--- src/rtl/core/gdg_pkg.sv ---
// shared types and constants of the gaze drift grid correction block
package gdg_pkg;

    localparam int GRID_COLS     = 8;
    localparam int GRID_ROWS     = 8;
    localparam int NEAREST_COUNT = 9;
    localparam int CELL_COUNT    = GRID_COLS * GRID_ROWS;

    localparam int CW   = (CELL_COUNT > 1) ? $clog2(CELL_COUNT) : 1;
    localparam int COLW = (GRID_COLS > 1) ? $clog2(GRID_COLS) : 1;
    localparam int ROWW = (GRID_ROWS > 1) ? $clog2(GRID_ROWS) : 1;
    localparam int KW   = (NEAREST_COUNT > 1) ? $clog2(NEAREST_COUNT) : 1;

    localparam int XW  = 16;
    localparam int WW  = 12;
    localparam int DRW = 17;
    localparam int OW  = 18;

    localparam longint XS    = 2 * GRID_COLS * GRID_ROWS;
    localparam longint CXS   = 16 * GRID_ROWS;
    localparam longint CYS   = 16 * GRID_COLS;
    localparam longint PMAX  = 65535 * XS;
    localparam longint OXMAX = (2 * GRID_COLS - 1) * 4095 * CXS;
    localparam longint OYMAX = (2 * GRID_ROWS - 1) * 4095 * CYS;
    localparam longint AMAX0 = (PMAX > OXMAX) ? PMAX : OXMAX;
    localparam longint AMAX  = (AMAX0 > OYMAX) ? AMAX0 : OYMAX;
    localparam int     AW    = $clog2(AMAX + 1);
    localparam int     DW    = 2 * AW + 1;
    localparam int     SQW   = DW + (DW % 2);
    localparam int     SW    = SQW / 2;
    localparam int     SQCW  = $clog2(SW + 1);

    localparam int     IMAXC = (GRID_COLS > GRID_ROWS) ? GRID_COLS : GRID_ROWS;
    localparam longint IAMAX = 65535 * IMAXC + 65520 * IMAXC;
    localparam int     IAW   = $clog2(IAMAX + 1);
    localparam int     ISTEPS = IMAXC - 1;
    localparam int     ICW   = (ISTEPS > 0) ? $clog2(ISTEPS + 1) : 1;

    localparam int RW    = 17;
    localparam int QW    = 18;
    localparam int DENW  = $clog2(NEAREST_COUNT * 65536 + 1);
    localparam int PRODW = RW + 1 + DRW;
    localparam int NUMW  = PRODW + ((NEAREST_COUNT > 1) ? $clog2(NEAREST_COUNT) : 1);
    localparam int DVW0  = (SW > DENW) ? SW : DENW;
    localparam int DVW   = (DVW0 > NUMW - QW) ? DVW0 : NUMW - QW;
    localparam int DCW   = $clog2(QW + 1);

    localparam int QDEPTH = 2;
    localparam int QPW    = 1;

    localparam int CFGIW = 2;
    localparam logic [CFGIW-1:0] REG_WIDTH  = 2'd0;
    localparam logic [CFGIW-1:0] REG_HEIGHT = 2'd1;
    localparam logic [WW-1:0] WIDTH_RESET  = 12'd1280;
    localparam logic [WW-1:0] HEIGHT_RESET = 12'd720;

    typedef enum logic [1:0] {
        CMD_GAZE  = 2'd0,
        CMD_INTER = 2'd1,
        CMD_CLEAR = 2'd2,
        CMD_APPLY = 2'd3
    } t_cmd;

    typedef struct packed {
        t_cmd          cmd;
        logic [XW-1:0] x;
        logic [XW-1:0] y;
    } t_item;

endpackage

--- src/rtl/core/gdg_queue.sv ---
// two-entry queue between the front stage and the sequencer
module gdg_queue (
    input  logic           i_clk,
    input  logic           i_rst_n,
    input  logic           i_push_valid,
    input  gdg_pkg::t_item i_push_item,
    output logic           o_push_ready,
    output logic           o_pop_valid,
    output gdg_pkg::t_item o_pop_item,
    input  logic           i_pop_ready
);

    gdg_pkg::t_item                r_mem [gdg_pkg::QDEPTH];
    logic [gdg_pkg::QPW-1:0]       r_wp;
    logic [gdg_pkg::QPW-1:0]       r_rp;
    logic [gdg_pkg::QPW:0]         r_cnt;
    logic                          push;
    logic                          pop;

    assign o_push_ready = (r_cnt < (gdg_pkg::QPW+1)'(gdg_pkg::QDEPTH));
    assign o_pop_valid  = (r_cnt != '0);
    assign o_pop_item   = r_mem[r_rp];
    assign push         = i_push_valid && o_push_ready;
    assign pop          = o_pop_valid && i_pop_ready;

    always_ff @(posedge i_clk) begin
        if (push) begin
            r_mem[r_wp] <= i_push_item;
        end
    end

    always_ff @(posedge i_clk) begin
        if (!i_rst_n) begin
            r_wp  <= '0;
            r_rp  <= '0;
            r_cnt <= '0;
        end else begin
            if (push) begin
                r_wp <= r_wp + 1'b1;
            end
            if (pop) begin
                r_rp <= r_rp + 1'b1;
            end
            r_cnt <= r_cnt + (gdg_pkg::QPW+1)'(push) - (gdg_pkg::QPW+1)'(pop);
        end
    end

endmodule

--- config.mk ---
export PLATFORM = sky130hd
export DESIGN_NAME = gdg_queue
export DESIGN_NICKNAME = d
export VERILOG_FILES = /design/src/rtl/core/gdg_pkg.sv /design/src/rtl/core/gdg_queue.sv
export SDC_FILE = /design/constraint.sdc
export NUM_CORES = 1
export LEC_CHECK = 0
export BUFFER_PORTS_ARGS = -buffer_cell sky130_fd_sc_hd__buf_4
export CAP_MARGIN = 10
export CORE_ASPECT_RATIO = 0.9
export CORE_MARGIN = 5
export CORE_UTILIZATION = 35
export DETAILED_ROUTE_END_ITERATION = 7
export SKIP_LAST_GASP = 1
export SYNTH_ARGS = -nofsm -noshare
export SYNTH_HDL_FRONTEND = slang
export SYNTH_SLANG_ARGS = --single-unit
--- constraint.sdc ---
create_clock -name i_clk -period 2.89 [get_ports i_clk]
set_clock_uncertainty 0.1 [all_clocks]
set_input_delay 0.578 -clock i_clk [delete_from_list [all_inputs] [get_ports i_clk]]
set_output_delay 0.578 -clock i_clk [all_outputs]
set_load 0.05 [all_outputs]
==> results of run 1 <==
## state kept, by name (all words and copies together) (netlist names), named ones only
| signal | flops |
|---|---|
| r_wp | 1 |
| r_mem | 68 |
| r_cnt | 2 |
| r_rp | 1 |
## cell usage in the layout (no fill, tap or decap), drive strengths merged, types with 2 or more instances in the layout
master	instances
clkinv	3
mux2	34
and2	4
buf	76
a21oi	2
edfxtp	68
dfxtp	5
o21ai	3
clkbuf	11
## through the flow
stage	setup slack [ps]	util [%]	area, um^2	power, uW
after floorplan	256	-	2710	2010
after global placement	783	45.2	3410	2290
after detailed placement	779	45.2	3410	2300
after CTS	400	47.7	3600	3050
after global routing	358	47.7	3600	3140
final	463	47.7	3600	3010
## cell type report
type | instances | area, um^2
fill | 663 | 3950
sequential | 73 | 2140
timing repair buffer | 76 | 608
multi-input combinational | 55 | 536
clock buffer | 11 | 131
tap | 96 | 120
clock inverter | 5 | 56.3
inverter | 1 | 3.75
## path summary, 6_finish.rpt
check	start	to	depth (start not counted)
worst max-delay path	register	o_pop_item[16]	3
worst min register to register	r_rp$_SDFFE_PN0P_	register	2
worst min-delay path	i_push_item[5]	r_mem[1][5]$_DFFE_PP_	1
worst max register to register	r_cnt[1]$_SDFF_PN0_	r_mem[0][27]$_DFFE_PP_	3
## per-layer routing
| layer | global-route usage (%) | share of wire (%) | up-vias |
|---|---|---|---|
| li1 | - | - | 686 |
| met1 | 12.1 | 39 | 710 |
| met2 | 17.0 | 51 | 47 |
| met3 | 5.97 | 8.6 | 7 |
| met4 | 3.88 | 1.2 | 0 |
| met5 | 0 | 0 | - |
## worst register-to-register path, stage by stage (launching register included)
cell,delay [ps]
dfxtp_1,350
nand2b_1,200
nor2_4,370
buf_12,250
## cells by family (layout without fill, tap and decap cells)
| kind of cell | after synthesis | after routing | share of synthesized area (%) |
|---|---|---|---|
| mux | 34 | 34 | 14.1 |
| compound gates | 6 | 6 | 1.20 |
| simple gates | 13 | 13 | 3.37 |
| flops | 73 | 73 | 79.0 |
| buf+inv | 5 | 93 | 1.57 |
| xor+xnor | 1 | 1 | 0.323 |
| fa+ha+maj | 1 | 1 | 0.461 |
## power breakdown
| part | internal [uW] | total [uW] | switching, uW |
|---|---|---|---|
| logic | 340 | 934 | 594 |
| registers | 1270 | 1330 | 55.1 |
| clock network | 398 | 752 | 354 |
| total | 2010 | 3010 | 1000 |
==> summary.md, run 1 <==
| Metric | Value |
|---|---|
| Outcome | `complete, no violations` |
| Top delay family on crit path | `flip-flops` |
| Total GRT Usage | `10.7%` |
| Post-DP HPWL | `3410 um` |
| RSZ-0062 raised after global routing | `no` |
| Initial antenna violation count | `0` |
| CP Max Fanout | `18` |
| Crit-path slowest cell | `dfxtp_2` |
| Final nets | `255` |
| Max-cap violations | `0` |
| Vias in the first global route | `1520` |
| Max Clock Freq | `412 MHz` |
| DR vias/cell | `4.57` |
| Final-report hold violation count | `0` |
| Ys async rst share | `0%` |
| Antenna-violating nets left | `0` |
| RD Place Congestion | `0.778` |
| Hold_buf cts | `0` |
| Top FF cell, synth | `edfxtp_1` |
| Fin cells | `317` |
| # rows | `30` |
| Total CTS buffers | `9` |
| Hold Crit Class | `primary input to register` |
| WS Path Type | `register to primary output` |
| Die ar. | `9610 um^2` |
| Clk_lat worst skew | `330 ps` |
| Slowest stage delay, CP | `630 ps` |
| Arrival @ worst endpoint | `1750 ps` |
| Final Setup Violations | `0` |
| Largest net degree at the start of global routing | `24` |
| Yosys cell types | `23` |
| Post-synthesis cell area | `2710 um^2` |
| Seq cells post-synth | `73` |
| Syn Nets | `172` |
| Max-slew headroom | `68.5%` |
| WP data required | `2210 ps` |
| First DRT Iteration DRCs | `39` |
| CTS resizes | `0` |
| Leakage | `0.00134 uW` |
| Htree depth | `3` |
| Max Transition Viols Final | `0` |
| Share of cells above drive strength 1 | `57.5%` |
| Postcts setup bufs | `0` |
| WL per Instance | `15.7 um` |
| CTS max path bufs | `2` |
| Antenna diode count | `0` |
| Starting Density | `36.0%` |
| Initial DRT Pass Iterations | `4` |
| Final WL | `4980 um` |
| Slew @ Worst Pin | `472 ps` |
| Seq/Total Area, Yosys | `79.0%` |
| R2R Setup Slk | `1320 ps` |
| Root buffer cell | `clkbuf_8` |
| Startpoint types | `register` |
| Congestion Overflow GR | `0` |
| Leading area contributor after synthesis | `edfxtp_1` |
| Placed cell count | `301` |
| Peak VDD IR | `0.369 mV` |
| Hold_ws | `321 ps` |
| Top cells by instance count after synthesis | `edfxtp_1, mux2_2, dfxtp_1, and2_1, buf_6` |
| PortBufs | `73` |
| # IOs | `74` |
| Clock Sinks | `73` |
| Synth warn | `0` |
| Via count | `1450` |
| Final worst path period share | `84.0%` |
| Worst-path clk slew | `80 ps` |
| Top cells by area, synth | `edfxtp_1, mux2_2, dfxtp_1, buf_6, and2_1` |
| CP bufs+invs | `2` |
| Syn_area_per_cell | `20.4 um^2` |
| Die height | `93.5 um` |
| Post-synth EDFFs | `68` |
| DRC Markers | `0` |
| Die W | `103 um` |
| CTS tree | `yes` |
| Area added between synthesis and finish | `32.7%` |
| Most frequent cell after synthesis | `edfxtp_1` |
| Final min period | `2430 ps` |
| CORE AREA | `7540 um^2` |
| Crit end category | `primary output` |
| Share of the synthesized area in the top cell type | `75.3%` |
| Cells after Synth | `133` |
| Global-route wire length before repair | `7360 um` |
| Post-Route Setup TNS | `0 ps` |
| CP cell instances | `buf_12 -> mux2_2 -> buf_4` |
| Power Density | `837 nW/um^2` |
Power figures use the tool's default switching activity.
==> inputs of run 2 (changes only) <==
- clock period: 2.89 -> 2.4 ns (I/O delays scaled with it)
==> summary.md, run 2 (same netlist as run 1, synthesis figures left out) <==
| Metric | Value |
|---|---|
| Max Transition Viols Final | `0` |
| CTS resizes | `0` |
| Worst-path clk slew | `70 ps` |
| Total power | `3590 uW` |
| Arrival @ worst endpoint | `1620 ps` |
| Die ar. | `9610 um^2` |
| CORE AREA | `7540 um^2` |
| Congestion Overflow GR | `0` |
| Max FFs per register | `68` |
| Final worst path period share | `91.5%` |
| WP data required | `1820 ps` |
| Root buffer cell | `clkbuf_8` |
| RD Place Congestion | `0.724` |
| Hold_buf cts | `0` |
| Max-cap violations | `0` |
| Final Setup Violations | `0` |
| Initial antenna violation count | `0` |
| Antenna-violating nets left | `0` |
| Hold Crit Class | `primary input to register` |
| Final nets | `255` |
| Outcome | `complete, no violations` |
| Post-DP HPWL | `3280 um` |
| # IOs | `74` |
| Postcts setup bufs | `0` |
| # rows | `30` |
| Post-Route Setup TNS | `0 ps` |
| Antenna diode count | `0` |
| Die height | `93.5 um` |
| Startpoint types | `register` |
| Area added between synthesis and finish | `32.3%` |
| CTS tree | `yes` |
| CTS max path bufs | `2` |
| Placed cell count | `301` |
| Clock Sinks | `73` |
| WS Path Type | `register to primary output` |
| Via count | `1428` |
| Final WL | `4830 um` |
| Crit end category | `primary output` |
| Die W | `103 um` |
| Final-report hold violation count | `0` |
| Starting Density | `36.0%` |
| Max Clock Freq | `455 MHz` |
| Slew @ Worst Pin | `480 ps` |
| RSZ-0062 raised after global routing | `no` |
| Final min period | `2200 ps` |
| Largest net degree at the start of global routing | `35` |
| Share of cells above drive strength 1 | `56.6%` |
| Clk_lat worst skew | `330 ps` |
| Total GRT Usage | `10.5%` |
| Vias in the first global route | `1477` |
| Total CTS buffers | `9` |
| Htree depth | `3` |
| Max-slew headroom | `67.9%` |
| WL per Instance | `15.2 um` |
| Largest registers | `r_mem (68), r_cnt (2)` |
| PortBufs | `73` |
| Fin area | `3590 um^2` |
| Peak VDD IR | `0.427 mV` |
| Leakage | `0.00134 uW` |
| DRC Markers | `0` |
| First DRT Iteration DRCs | `18` |
| Largest reg by FF count | `r_mem` |
| Power Density | `1000 nW/um^2` |
| Commonest non-fill, non-tap cell in the layout | `buf_4` |
| Global-route wire length before repair | `7400 um` |
| DR vias/cell | `4.50` |
| Post-layout util | `47.6%` |
| CP Max Fanout | `25` |
| Area after DPL | `3410 um^2` |
| Most frequent cells in the layout | `buf_4, edfxtp_1, mux2_2, clkbuf_8` |
| Initial DRT Pass Iterations | `4` |
| Fin cells | `317` |
==> run 2: cell types whose count changed in the layout (fill, tap and decap cells not counted), sizes merged <==
cell | previous run | this run
clkbuf | 11 | 12
clkinvlp | 1 | 0
==> run 2: final timing paths <==
check | to | startpoint | slack [ps] | depth (start not counted)
max | o_pop_item[32] | register | 200 | 3
min | r_mem[0][5]$_DFFE_PP_ | i_push_item[5] | 230 | 1
max reg2reg | r_mem[0][14]$_DFFE_PP_ | r_cnt[1]$_SDFF_PN0_ | 790 | 3
min reg2reg | register | r_rp$_SDFFE_PN0P_ | 480 | 2
==> run 2: final cells by class <==
cell class	count	area (um^2)
Sequential cell	73	2140
Inverter	1	3.75
Multi-Input combinational cell	55	536
Clock buffer	12	135
Clock inverter	4	43.8
Fill cell	687	3960
Timing Repair Buffer	76	608
Tap cell	96	120
==> run 2: through the flow <==
| step | setup WS, ps | hold WS (ps) |
|---|---|---|
| 5_1_grt | 116 | 204 |
| 3_5_place_dp | 548 | 473 |
| 2_1_floorplan | 438 | 452 |
| 4_1_cts | 177 | 210 |
| 3_3_place_gp | 550 | 472 |
| 6_report | 204 | 231 |
==> run 2: critical path, stage by stage (launching register included) <==
cell and delay, ps:
dfxtp_2 480, buf_12 220, mux2_2 370, buf_4 190
==> run 2: routing by layer <==
layer	share of wire, %	GRT usage [%]	up-vias	wire (um)
met5	0	0	-	0
met4	1.6	4.85	0	77
met3	7.5	4.25	6	364
met2	49	16.1	42	2380
met1	42	12.8	696	2000
li1	-	-	684	-
==> run 2: report_power, final <==
group,internal [uW],total (uW),switching [uW]
sequential,1530,1580,51.6
clock,474,875,401
combinational,410,1130,724
