<file path="config.mk">
export PLATFORM = sky130hd
export DESIGN_NAME = gdg_front
export DESIGN_NICKNAME = d
export VERILOG_FILES = /design/src/rtl/core/gdg_pkg.sv /design/src/rtl/core/gdg_front.sv
export SDC_FILE = /design/constraint.sdc
export NUM_CORES = 1
export LEC_CHECK = 0
export BUFFER_PORTS_ARGS = -buffer_cell sky130_fd_sc_hd__buf_2
export CAP_MARGIN = 40
export CORE_MARGIN = 2
export CORE_UTILIZATION = 42
export CTS_CLUSTER_SIZE = 8
export DETAILED_ROUTE_END_ITERATION = 8
export GPL_TIMING_DRIVEN = 1
export PLACE_DENSITY = 0.82
export SYNTH_ARGS = -nofsm -noshare
export SYNTH_HDL_FRONTEND = slang
export SYNTH_SLANG_ARGS = --single-unit
</file>
<file path="constraint.sdc">
create_clock -name i_clk -period 5.26 [get_ports i_clk]
set_input_delay 1.052 -clock i_clk [delete_from_list [all_inputs] [get_ports i_clk]]
set_output_delay 1.052 -clock i_clk [all_outputs]
set_load 0.005 [all_outputs]
</file>
<file path="src/rtl/core/gdg_pkg.sv">
// shared types and constants of the gaze drift grid correction block
package gdg_pkg;

    localparam int GRID_COLS     = 8;
    localparam int GRID_ROWS     = 8;
    localparam int NEAREST_COUNT = 9;
    localparam int CELL_COUNT    = GRID_COLS * GRID_ROWS;

    localparam int CW   = (CELL_COUNT > 1) ? $clog2(CELL_COUNT) : 1;
    localparam int COLW = (GRID_COLS > 1) ? $clog2(GRID_COLS) : 1;
    localparam int ROWW = (GRID_ROWS > 1) ? $clog2(GRID_ROWS) : 1;
    localparam int KW   = (NEAREST_COUNT > 1) ? $clog2(NEAREST_COUNT) : 1;

    localparam int XW  = 16;
    localparam int WW  = 12;
    localparam int DRW = 17;
    localparam int OW  = 18;

    localparam longint XS    = 2 * GRID_COLS * GRID_ROWS;
    localparam longint CXS   = 16 * GRID_ROWS;
    localparam longint CYS   = 16 * GRID_COLS;
    localparam longint PMAX  = 65535 * XS;
    localparam longint OXMAX = (2 * GRID_COLS - 1) * 4095 * CXS;
    localparam longint OYMAX = (2 * GRID_ROWS - 1) * 4095 * CYS;
    localparam longint AMAX0 = (PMAX > OXMAX) ? PMAX : OXMAX;
    localparam longint AMAX  = (AMAX0 > OYMAX) ? AMAX0 : OYMAX;
    localparam int     AW    = $clog2(AMAX + 1);
    localparam int     DW    = 2 * AW + 1;
    localparam int     SQW   = DW + (DW % 2);
    localparam int     SW    = SQW / 2;
    localparam int     SQCW  = $clog2(SW + 1);

    localparam int     IMAXC = (GRID_COLS > GRID_ROWS) ? GRID_COLS : GRID_ROWS;
    localparam longint IAMAX = 65535 * IMAXC + 65520 * IMAXC;
    localparam int     IAW   = $clog2(IAMAX + 1);
    localparam int     ISTEPS = IMAXC - 1;
    localparam int     ICW   = (ISTEPS > 0) ? $clog2(ISTEPS + 1) : 1;

    localparam int RW    = 17;
    localparam int QW    = 18;
    localparam int DENW  = $clog2(NEAREST_COUNT * 65536 + 1);
    localparam int PRODW = RW + 1 + DRW;
    localparam int NUMW  = PRODW + ((NEAREST_COUNT > 1) ? $clog2(NEAREST_COUNT) : 1);
    localparam int DVW0  = (SW > DENW) ? SW : DENW;
    localparam int DVW   = (DVW0 > NUMW - QW) ? DVW0 : NUMW - QW;
    localparam int DCW   = $clog2(QW + 1);

    localparam int QDEPTH = 2;
    localparam int QPW    = 1;

    localparam int CFGIW = 2;
    localparam logic [CFGIW-1:0] REG_WIDTH  = 2'd0;
    localparam logic [CFGIW-1:0] REG_HEIGHT = 2'd1;
    localparam logic [WW-1:0] WIDTH_RESET  = 12'd1280;
    localparam logic [WW-1:0] HEIGHT_RESET = 12'd720;

    typedef enum logic [1:0] {
        CMD_GAZE  = 2'd0,
        CMD_INTER = 2'd1,
        CMD_CLEAR = 2'd2,
        CMD_APPLY = 2'd3
    } t_cmd;

    typedef struct packed {
        t_cmd          cmd;
        logic [XW-1:0] x;
        logic [XW-1:0] y;
    } t_item;

endpackage

</file>
<file path="src/rtl/core/gdg_front.sv">
// front stage: takes input transfers, classifies the command, hands items to the queue
module gdg_front (
    input  logic                      i_clk,
    input  logic                      i_rst_n,
    input  logic                      i_valid,
    output logic                      o_ready,
    input  logic [1:0]                i_command,
    input  logic [gdg_pkg::XW-1:0]    i_coord_x,
    input  logic [gdg_pkg::XW-1:0]    i_coord_y,
    output logic                      o_push_valid,
    output gdg_pkg::t_item            o_push_item,
    input  logic                      i_push_ready
);

    logic           r_vld;
    gdg_pkg::t_item r_item;
    gdg_pkg::t_cmd  cmd_dec;

    assign cmd_dec      = gdg_pkg::t_cmd'(i_command);
    assign o_ready      = !r_vld || i_push_ready;
    assign o_push_valid = r_vld;
    assign o_push_item  = r_item;

    always_ff @(posedge i_clk) begin
        if (!i_rst_n) begin
            r_vld <= 1'b0;
        end else begin
            if (i_valid && o_ready) begin
                r_vld      <= 1'b1;
                r_item.cmd <= cmd_dec;
                r_item.x   <= i_coord_x;
                r_item.y   <= i_coord_y;
            end else if (i_push_ready) begin
                r_vld <= 1'b0;
            end
        end
    end

endmodule

</file>
==> flow_metrics.py, run 1 <==
metrics = {
    "run_status": {
        "status": "completed",
    },
    "finish": {
        "area_growth_pct": 42.8,
        "insertedDiodeCount": 0,
        "nFillCells": 193,
        "nNetsFinal": 158,
        "drive_above_1_share_pct": 66.1,
    },
    "sta": {
        "hold_viol": 0,
        "setup_tns_ns": 0,
        "period_share_pct": 46.6,
        "fin_crit_ns": 2.45,
        "fin_worst_skew_ns": 0.00726,
        "maxSlewViolCount": 0,
        "max_slew.worst_pin.slew_ns": 0.615,
        "max-slew-margin-rel_pct": 59.0,
        "setup_viol": 0,
        "rsz0062_at_grt": "false",
        "max_freq_ghz": 0.408,
    },
    "synth": {
        "synth_edf_count": 34,
        "synthesis.instances": 39,
        "syn-cell-area_um2": 1070,
        "syn_nets": 77,
        "syn_avg_cell_area_um2": 27.5,
        "yosysUniqueCellTypes": 6,
        "yosys.area.top_type_share_pct": 95.2,
        "yosysWarnings": 0,
        "synth-main-ff-cell": "edfxtp_1",
        "synthMostInstantiatedCell": "edfxtp_1",
        "synth-seq-cells": 35,
        "ys_top_cells_by_area": "edfxtp_1 (95%), dfxtp_1 (1.9%), nand2b_4 (1.3%)",
        "yosysSeqAreaShare_pct": 97.1,
        "yosysTopAreaCell": "edfxtp_1",
        "async_flop_share_pct": 0,
    },
    "global_route": {
        "antenna_found_initial": 0,
        "grt_pass1_wl_mm": 2.38,
        "grt_pass1_vias": 576,
        "grt_max_degree": 21,
        "grt.total_usage_pct": 13.3,
        "grt-ovfl-total": 0,
    },
    "floorplan": {
        "die-height_um": 54.5,
        "die_area_um2": 2970,
        "die-width_um": 54.5,
        "coreArea_um2": 2450,
        "start_util_pct": 43.7,
        "io_pins": 74,
        "core.rowCount": 18,
    },
    "clock_tree": {
        "cts_resized": 0,
        "clock-root-buffer": "clkbuf_4",
        "cts_tree": "done",
        "postCtsSetupRepairBufs": 0,
        "clk_pin_slew_ns": 0.10,
        "cts_buffer_depth": 2,
        "clkSinkCount": 35,
        "clkLatencyLatePin_ns": 0.33,
        "htreeDepth": 2,
        "numCtsBuffers": 5,
        "hold_buffers": 0,
    },
    "power_and_ir_drop": {
        "vdd_drop_max_mv": 0.259,
        "seqPwrFrac_pct": 66.7,
        "swShare_pct": 19.9,
        "power_density_nw_per_um2": 315,
        "switching_power_mw": 0.0960,
        "power.internal_mw": 0.387,
        "fin_total_pwr_mw": 0.483,
        "power_frac_comb_pct": 6.8,
        "clockPowerShare_pct": 26.5,
        "p_leak_nw": 0.666,
    },
    "critical_path": {
        "cp.required_ns": 4.21,
        "cpMostUsedCell": "buf_2",
        "reg2regPathDepth": 3,
        "timing.rr.start": "o_push_valid$_SDFFE_PN0P_",
        "cp_slowest_cell": "nand2b_4",
        "critPathCaptureType": "output pin",
        "critPathMaxFanout": 3,
        "reg2reg_to": "o_push_item[2]$_DFFE_PP_",
        "arrival_ns": 1.40,
        "worstPathCellList": "buf_2 > nand2b_4 > buf_2",
        "critical_path_class": "in2out",
        "start_kind": "input pin",
        "slowest_delay_ns": 0.13,
        "ff2ff_setup_slack_ns": 3.59,
    },
    "hold_path": {
        "worstHoldPathCells": 2,
        "hold_path.class": "reg2reg",
        "hold_end": "o_push_valid$_SDFFE_PN0P_",
        "hp-start": "o_push_valid$_SDFFE_PN0P_",
    },
    "placement": {
        "portBuffers": 73,
        "routabilityCongestion": 0.658,
    },
    "job": {
        "drv_cap": 0,
    },
    "route": {
        "finalWirelength_mm": 1.85,
        "dr.pass1.iters": 4,
        "drt_iter0_markers": 5,
        "drc_errors": 0,
        "vias": 676,
        "wire_per_inst_um": 12.2,
        "final_antenna_net_count": 0,
        "viasPerCell": 4.48,
    },
}
## area by class of cell
class / instances / area [um2] / area share, %
tap: 30 / 37.5 / 2.45
clock inverter: 2 / 7.51 / 0.490
clock buffer: 6 / 41.3 / 2.70
timing repair buffer: 74 / 373 / 24.3
inverter: 1 / 3.75 / 0.245
sequential: 35 / 1040 / 68.0
multi-input combinational: 3 / 27.5 / 1.80
## worst max-delay path by stage
stage | depth (start not counted) | end | slack [ns] | start
final | 3 | o_ready | 2.81 | i_push_ready
after global routing | 3 | o_ready | 2.79 | i_push_ready
after CTS | 3 | o_ready | 2.81 | i_push_ready
after detailed placement | 4 | o_push_item[0]$_DFFE_PP_ | 2.73 | i_push_ready
after global placement | 4 | o_push_item[6]$_DFFE_PP_ | 2.78 | i_push_ready
after floorplan | 2 | o_push_item[0]$_DFFE_PP_ | 2.81 | i_push_ready
## per-stage QoR
stage	cells	worst slack, ns	util [%]	hold slack [ns]	cell area [um2]
finish	151	2.81	62.4	0.511	1530
CTS	151	2.81	62.4	0.515	1530
detailed placement	143	2.73	60.4	0.496	1480
global placement	143	2.78	60.4	0.487	1480
floorplan	39	2.81	-	0.506	1070
global route	151	2.79	62.4	0.541	1530
## sequential cells by signal, indices dropped and copies added, names as in the netlist
signal	cells
o_push_item	34
o_push_valid	1
## per-layer routing
metal	vias up	global-route usage [%]	part of all wire, %
met5	-	0	0
met4	0	10.0	3.0
met3	6	10.4	17
met2	54	18.3	46
met1	301	13.5	34
li1	315	-	-
## placed cells by master (no fill, tap or decap), drive strengths merged
master	count
nand2b	1
clkinv	2
and3	1
dfxtp	1
a21boi	1
inv	1
clkbuf	6
buf	74
edfxtp	34
## power groups by stage
| stage | logic (mW) | clock network [mW] | registers, mW |
|---|---|---|---|
| floorplan | 0.00539 | 0 | 0.331 |
| global placement | 0.0325 | 0 | 0.329 |
| detailed placement | 0.0333 | 0 | 0.329 |
| CTS | 0.0334 | 0.135 | 0.322 |
| global route | 0.0365 | 0.147 | 0.323 |
| finish | 0.0326 | 0.128 | 0.322 |
## critical path: cells and delay by family
| kind | cells | cell delay (ns) |
|---|---|---|
| buf+inv | 2 | 0.21 |
| simple gates | 1 | 0.13 |
## cell families after synthesis
kind of cell / Yosys count / synth area share, %
flops: 35 / 97.1
simple gates: 2 / 1.87
compound gates: 1 / 0.700
buf+inv: 1 / 0.350
No activity file was read; power rests on OpenSTA's default activity.
==> run 2: changes to the inputs <==
Settings changed: CORE_UTILIZATION 42 to 35, PLACE_DENSITY 0.82 to 0.73.
Clock period 5.26 ns to 2.2 ns, I/O delays scaled along.
==> run 2 against run 1 <==
Compared with the run above:
- final area is 3.9% higher
- clock power increased to 4.4 times the previous value
- hold slack got worse by 0.24 ns
- utilization fell by 8.9 points
- critical path depth shrank 1
- via count down 0.89%
- global-route usage shrank 0.78 points
- critical path type is now reg2out
- largest power group unchanged
- highest routed layer unchanged
==> flow_metrics.py, run 2 (synthesis results as in run 1) <==
metrics = {
    "run_status": {
        "status": "completed",
    },
    "finish": {
        "insertedDiodeCount": 0,
        "drive_above_1_share_pct": 68.6,
        "largest_register_ffs": 34,
        "area_growth_pct": 48.4,
        "nFillCells": 258,
        "final_cell_mix": "buf_2 (73), edfxtp_1 (34), clkbuf_4 (5), bufinv_16 (2)",
        "layout_commonest_cell": "buf_2",
        "nNetsFinal": 158,
    },
    "route": {
        "drt_iter0_markers": 9,
        "dr.pass1.iters": 3,
        "viasPerCell": 4.35,
        "final_antenna_net_count": 0,
        "finalWirelength_mm": 1.98,
        "wire_per_inst_um": 12.9,
        "vias": 670,
        "drc_errors": 0,
    },
    "global_route": {
        "grt-ovfl-total": 0,
        "grt_use_met3_pct": 12.7,
        "grt_util_met2_pct": 16.8,
        "grt_busiest_layer": "met2",
        "grt_pass1_vias": 615,
        "antenna_found_initial": 0,
        "grt_max_degree": 35,
        "grt_pass1_wl_mm": 2.90,
        "use_met1_pct": 11.9,
        "grt.total_usage_pct": 12.6,
    },
    "floorplan": {
        "core.rowCount": 20,
        "die-height_um": 59.4,
        "die-width_um": 59.4,
        "io_pins": 74,
        "coreArea_um2": 2980,
        "die_area_um2": 3520,
        "start_util_pct": 36.0,
    },
    "power_and_ir_drop": {
        "clockPowerShare_pct": 39.9,
        "seqPwrFrac_pct": 54.5,
        "switching_power_mw": 0.253,
        "power_frac_comb_pct": 5.5,
        "vdd_drop_max_mv": 0.538,
        "p_leak_nw": 0.690,
        "power_density_nw_per_um2": 888,
        "power.internal_mw": 1.16,
        "swShare_pct": 17.9,
    },
    "clock_tree": {
        "cts_buffer_depth": 2,
        "cts_tree": "done",
        "clock-root-buffer": "clkbuf_4",
        "clk_pin_slew_ns": 0.10,
        "htreeDepth": 2,
        "hold_buffers": 0,
        "clkSinkCount": 35,
        "postCtsSetupRepairBufs": 0,
        "numCtsBuffers": 5,
        "cts_resized": 0,
        "clkLatencyLatePin_ns": 0.33,
    },
    "placement": {
        "portBuffers": 73,
        "pre_cts_ws_ns": 0.663,
        "routabilityCongestion": 0.674,
    },
    "critical_path": {
        "critPathCaptureType": "output pin",
        "worstPathCellList": "nand2b_4 > buf_2",
        "critPathBufInv": 1,
        "ff2ff_setup_slack_ns": 0.91,
        "critical_path_class": "reg2out",
        "start_kind": "register",
        "startpoint": "o_push_valid$_SDFFE_PN0P_",
        "timing.rr.start": "o_push_valid$_SDFFE_PN0P_",
        "cp.required_ns": 1.76,
        "reg2regPathDepth": 3,
        "arrival_ns": 0.91,
        "cpLargestDelayFamily": "flip-flops",
        "cp_slowest_cell": "dfxtp_1",
        "path_depth": 2,
        "slowest_delay_ns": 0.39,
        "critPathMaxFanout": 3,
    },
    "sta": {
        "finalWorstSetupSlack_ns": 0.854,
        "max_slew.worst_pin.slew_ns": 0.419,
        "max-slew-margin-rel_pct": 72.1,
        "maxSlewViolCount": 0,
        "setup_tns_ns": 0,
        "max_freq_ghz": 0.743,
        "setup_viol": 0,
        "period_share_pct": 61.2,
        "hold_viol": 0,
        "fin_crit_ns": 1.35,
        "fin_worst_skew_ns": 0.00275,
        "rsz0062_at_grt": "false",
    },
    "hold_path": {
        "hp-start": "i_coord_x[10]",
        "hold_path.class": "in2reg",
        "worstHoldPathCells": 1,
    },
    "job": {
        "drv_cap": 0,
    },
}
==> run 2: cell count changes in the layout (fill, tap and decap cells not counted) <==
cell	before	now
clkinvlp_4	0	1
clkinv_1	2	0
bufinv_16	0	2
clkbuf_1	1	0
==> run 2: worst register-to-register path: stages (launching register included) <==
cell and delay, ns:
dfxtp_1 0.35, nand2b_4 0.07, and3_1 0.15, buf_4 0.37
==> run 2: power by group through the flow <==
| stage | Sequential (mW) | Combinational (mW) | Clock, mW |
|---|---|---|---|
| 5_1_grt | 0.774 | 0.0877 | 0.613 |
| 2_1_floorplan | 0.792 | 0.0129 | 0 |
| 6_report | 0.771 | 0.0783 | 0.565 |
| 3_3_place_gp | 0.785 | 0.0775 | 0 |
| 4_1_cts | 0.772 | 0.0805 | 0.586 |
| 3_5_place_dp | 0.787 | 0.0809 | 0 |
==> run 2: area by class of cell <==
type	instances	area (um2)	area share, %
clock buffer	5	37.5	2.36
clock inverter	3	67.6	4.25
inverter	1	3.75	0.236
multi-input combinational	3	27.5	1.73
sequential	35	1040	65.4
tap	33	41.3	2.59
timing repair buffer	74	373	23.4
==> run 2: metal layers <==
layer	routed length, um	share of wire [%]
met1	679	34
met2	834	42
met3	416	21
met4	49	2.5
met5	0	0
==> run 2: per-stage QoR <==
| step | utilization [%] | area (um2) | hold slack, ns | cells | power, mW |
|---|---|---|---|---|---|
| 6_report | 53.4 | 1590 | 0.270 | 154 | 1.41 |
| 5_1_grt | 53.4 | 1590 | 0.232 | 154 | 1.47 |
| 4_1_cts | 53.4 | 1590 | 0.247 | 154 | 1.44 |
| 3_5_place_dp | 49.9 | 1490 | 0.510 | 146 | 0.868 |
| 3_3_place_gp | 49.9 | 1490 | 0.488 | 146 | 0.863 |
| 2_1_floorplan | - | 1070 | 0.506 | 39 | 0.805 |
==> run 2: final timing paths <==
check	to
setup / recovery	o_ready
setup reg to reg	o_push_item[31]$_DFFE_PP_
hold reg to reg	o_push_valid$_SDFFE_PN0P_
hold / removal	o_push_item[26]$_DFFE_PP_
==> run 3: changes to the inputs <==
Clock period 2.2 ns to 1.15 ns, I/O delays scaled along.
==> run 3 against run 2 <==
Compared with the run above:
- final area is 0.24% lower
- combinational power is 110% higher
- register-to-register slack worse by 0.85 ns
- via count is 1.3% higher
- clock power is 7.8% higher
- largest cell class unchanged
- sequential cell count stayed put
- highest routed layer unchanged
- critical path type is now reg2reg
- total power is 59% higher
- die area stayed put
- utilization is 0.13 points lower
- non-clock buffer count is 3 higher
==> flow_metrics.py, run 3 (synthesis results as in run 1) <==
metrics = {
    "run_status": {
        "status": "completed",
    },
    "sta": {
        "setup_viol": 0,
        "max-slew-margin-rel_pct": 91.9,
        "hold_viol": 0,
        "worst_hold_slack_ns": 0.0715,
        "max_freq_ghz": 0.915,
        "fin_worst_skew_ns": 0.0126,
        "max_slew.worst_pin.slew_ns": 0.121,
        "maxSlewViolCount": 0,
        "fin_crit_ns": 1.09,
        "period_share_pct": 95.1,
        "setup_tns_ns": 0,
    },
    "route": {
        "dr.pass1.iters": 3,
        "final_antenna_net_count": 0,
        "drt_iter0_markers": 12,
        "vias": 679,
        "drc_errors": 0,
        "finalWirelength_mm": 1.87,
        "viasPerCell": 4.32,
        "wire_per_inst_um": 11.9,
    },
    "clock_tree": {
        "cts_buffer_depth": 2,
        "numCtsBuffers": 5,
        "htreeDepth": 2,
        "clock-root-buffer": "clkbuf_4",
        "clkLatencyLatePin_ns": 0.32,
        "clkSinkCount": 35,
        "clk_pin_slew_ns": 0.10,
        "cts_tree": "done",
        "hold_buffers": 0,
    },
    "finish": {
        "nFillCells": 255,
        "layout_commonest_cell": "buf_2",
        "largest_register_ffs": 34,
        "drive_above_1_share_pct": 70.2,
        "nNetsFinal": 161,
        "final_cell_mix": "buf_2 (72), edfxtp_1 (34), clkbuf_4 (5), buf_4 (3)",
        "area_growth_pct": 48.1,
        "layout.cells.non_filler": 157,
        "insertedDiodeCount": 0,
    },
    "power_and_ir_drop": {
        "power.internal_mw": 1.80,
        "fin_total_pwr_mw": 2.25,
        "clockPowerShare_pct": 27.1,
        "seqPwrFrac_pct": 65.5,
        "swShare_pct": 20.2,
        "p_leak_nw": 0.687,
        "power_density_nw_per_um2": 1420,
        "power_frac_comb_pct": 7.5,
        "switching_power_mw": 0.456,
        "vdd_drop_max_mv": 0.819,
    },
    "floorplan": {
        "die-width_um": 59.4,
        "start_util_pct": 36.0,
        "io_pins": 74,
        "die-height_um": 59.4,
        "core.rowCount": 20,
        "coreArea_um2": 2980,
        "die_area_um2": 3520,
    },
    "critical_path": {
        "cp_slowest_cell": "dfxtp_2",
        "slowest_delay_ns": 0.35,
        "arrival_ns": 1.12,
        "worstPathCellList": "nand2b_4 > and3_4 > buf_12",
        "cp.required_ns": 1.18,
        "critical_path_class": "reg2reg",
        "start_kind": "register",
        "critPathMaxFanout": 22,
        "critPathCaptureType": "register",
    },
    "placement": {
        "routabilityCongestion": 0.679,
        "portBuffers": 73,
        "placed_cells": 148,
        "dp_hpwl_mm": 1.47,
    },
    "global_route": {
        "grt.total_usage_pct": 11.8,
        "antenna_found_initial": 0,
        "grt_pass1_wl_mm": 2.79,
        "grt-ovfl-total": 0,
        "grt_max_degree": 23,
        "grt_pass1_vias": 653,
    },
    "hold_path": {
        "hold_path.class": "in2reg",
    },
    "job": {
        "drv_cap": 0,
    },
}
run 3: cell types whose count changed in the layout (fill, tap and decap cells not counted), sizes merged:
cell / previous run / this run
buf: 74 / 77
bufinv: 2 / 0
clkbuf: 5 / 6
clkinv: 0 / 1
run 3: path summary, 6_finish.rpt:
kind	slack, ns	end	start	cells after the start
hold / removal	0.07	o_push_item[8]$_DFFE_PP_	i_coord_y[8]	1
hold reg to reg	0.60	o_push_valid$_SDFFE_PN0P_	o_push_valid$_SDFFE_PN0P_	3
setup / recovery	0.06	o_push_item[12]$_DFFE_PP_	o_push_valid$_SDFFE_PN0P_	3
setup reg to reg	0.06	o_push_item[12]$_DFFE_PP_	o_push_valid$_SDFFE_PN0P_	3
run 3: critical path: cells and delay by family (launching register included):
kind	cells	cell delay [ns]
flops	1	0.35
simple gates	2	0.27
buf+inv	1	0.17
run 3: cell type report:
type,instances,area [um2],area share [%]
Inverter,1,3.75,0.236
Tap cell,33,41.3,2.60
Sequential cell,35,1040,65.6
Clock buffer,6,41.3,2.60
Timing Repair Buffer,77,414,26.1
Multi-Input combinational cell,3,32.5,2.05
Clock inverter,2,12.5,0.788
run 3: routing by layer:
| layer | vias up | track usage, % | share of wire [%] |
|---|---|---|---|
| met5 | - | 0 | 0 |
| met2 | 52 | 17.7 | 48 |
| met1 | 299 | 10.8 | 31 |
| met4 | 0 | 6.82 | 1.8 |
| met3 | 5 | 10.0 | 20 |
| li1 | 323 | - | - |
run 3: repair_timing:
item                       in CTS  in global routing
pin swaps                       0                  0
resized for setup               1                  1
setup endpoints to repair       1                  1
buffers inserted                0                  1
run 3: through the flow:
step                      util, %  cell area, um2  setup slack (ns)
after global routing         53.3            1590         -0.000895
after global placement       51.0            1520            0.0590
after floorplan                 -            1080           0.00392
after detailed placement     51.0            1520            0.0484
final                        53.3            1590            0.0567
after CTS                    52.9            1570            0.0227
run 3: power groups by stage:
| stage | registers, mW | clock network (mW) | logic [mW] |
|---|---|---|---|
| 3_5_place_dp | 1.50 | 0 | 0.167 |
| 2_1_floorplan | 1.51 | 0 | 0.0267 |
| 4_1_cts | 1.48 | 0.652 | 0.167 |
| 5_1_grt | 1.48 | 0.701 | 0.188 |
| 3_3_place_gp | 1.50 | 0 | 0.162 |
| 6_report | 1.47 | 0.609 | 0.168 |
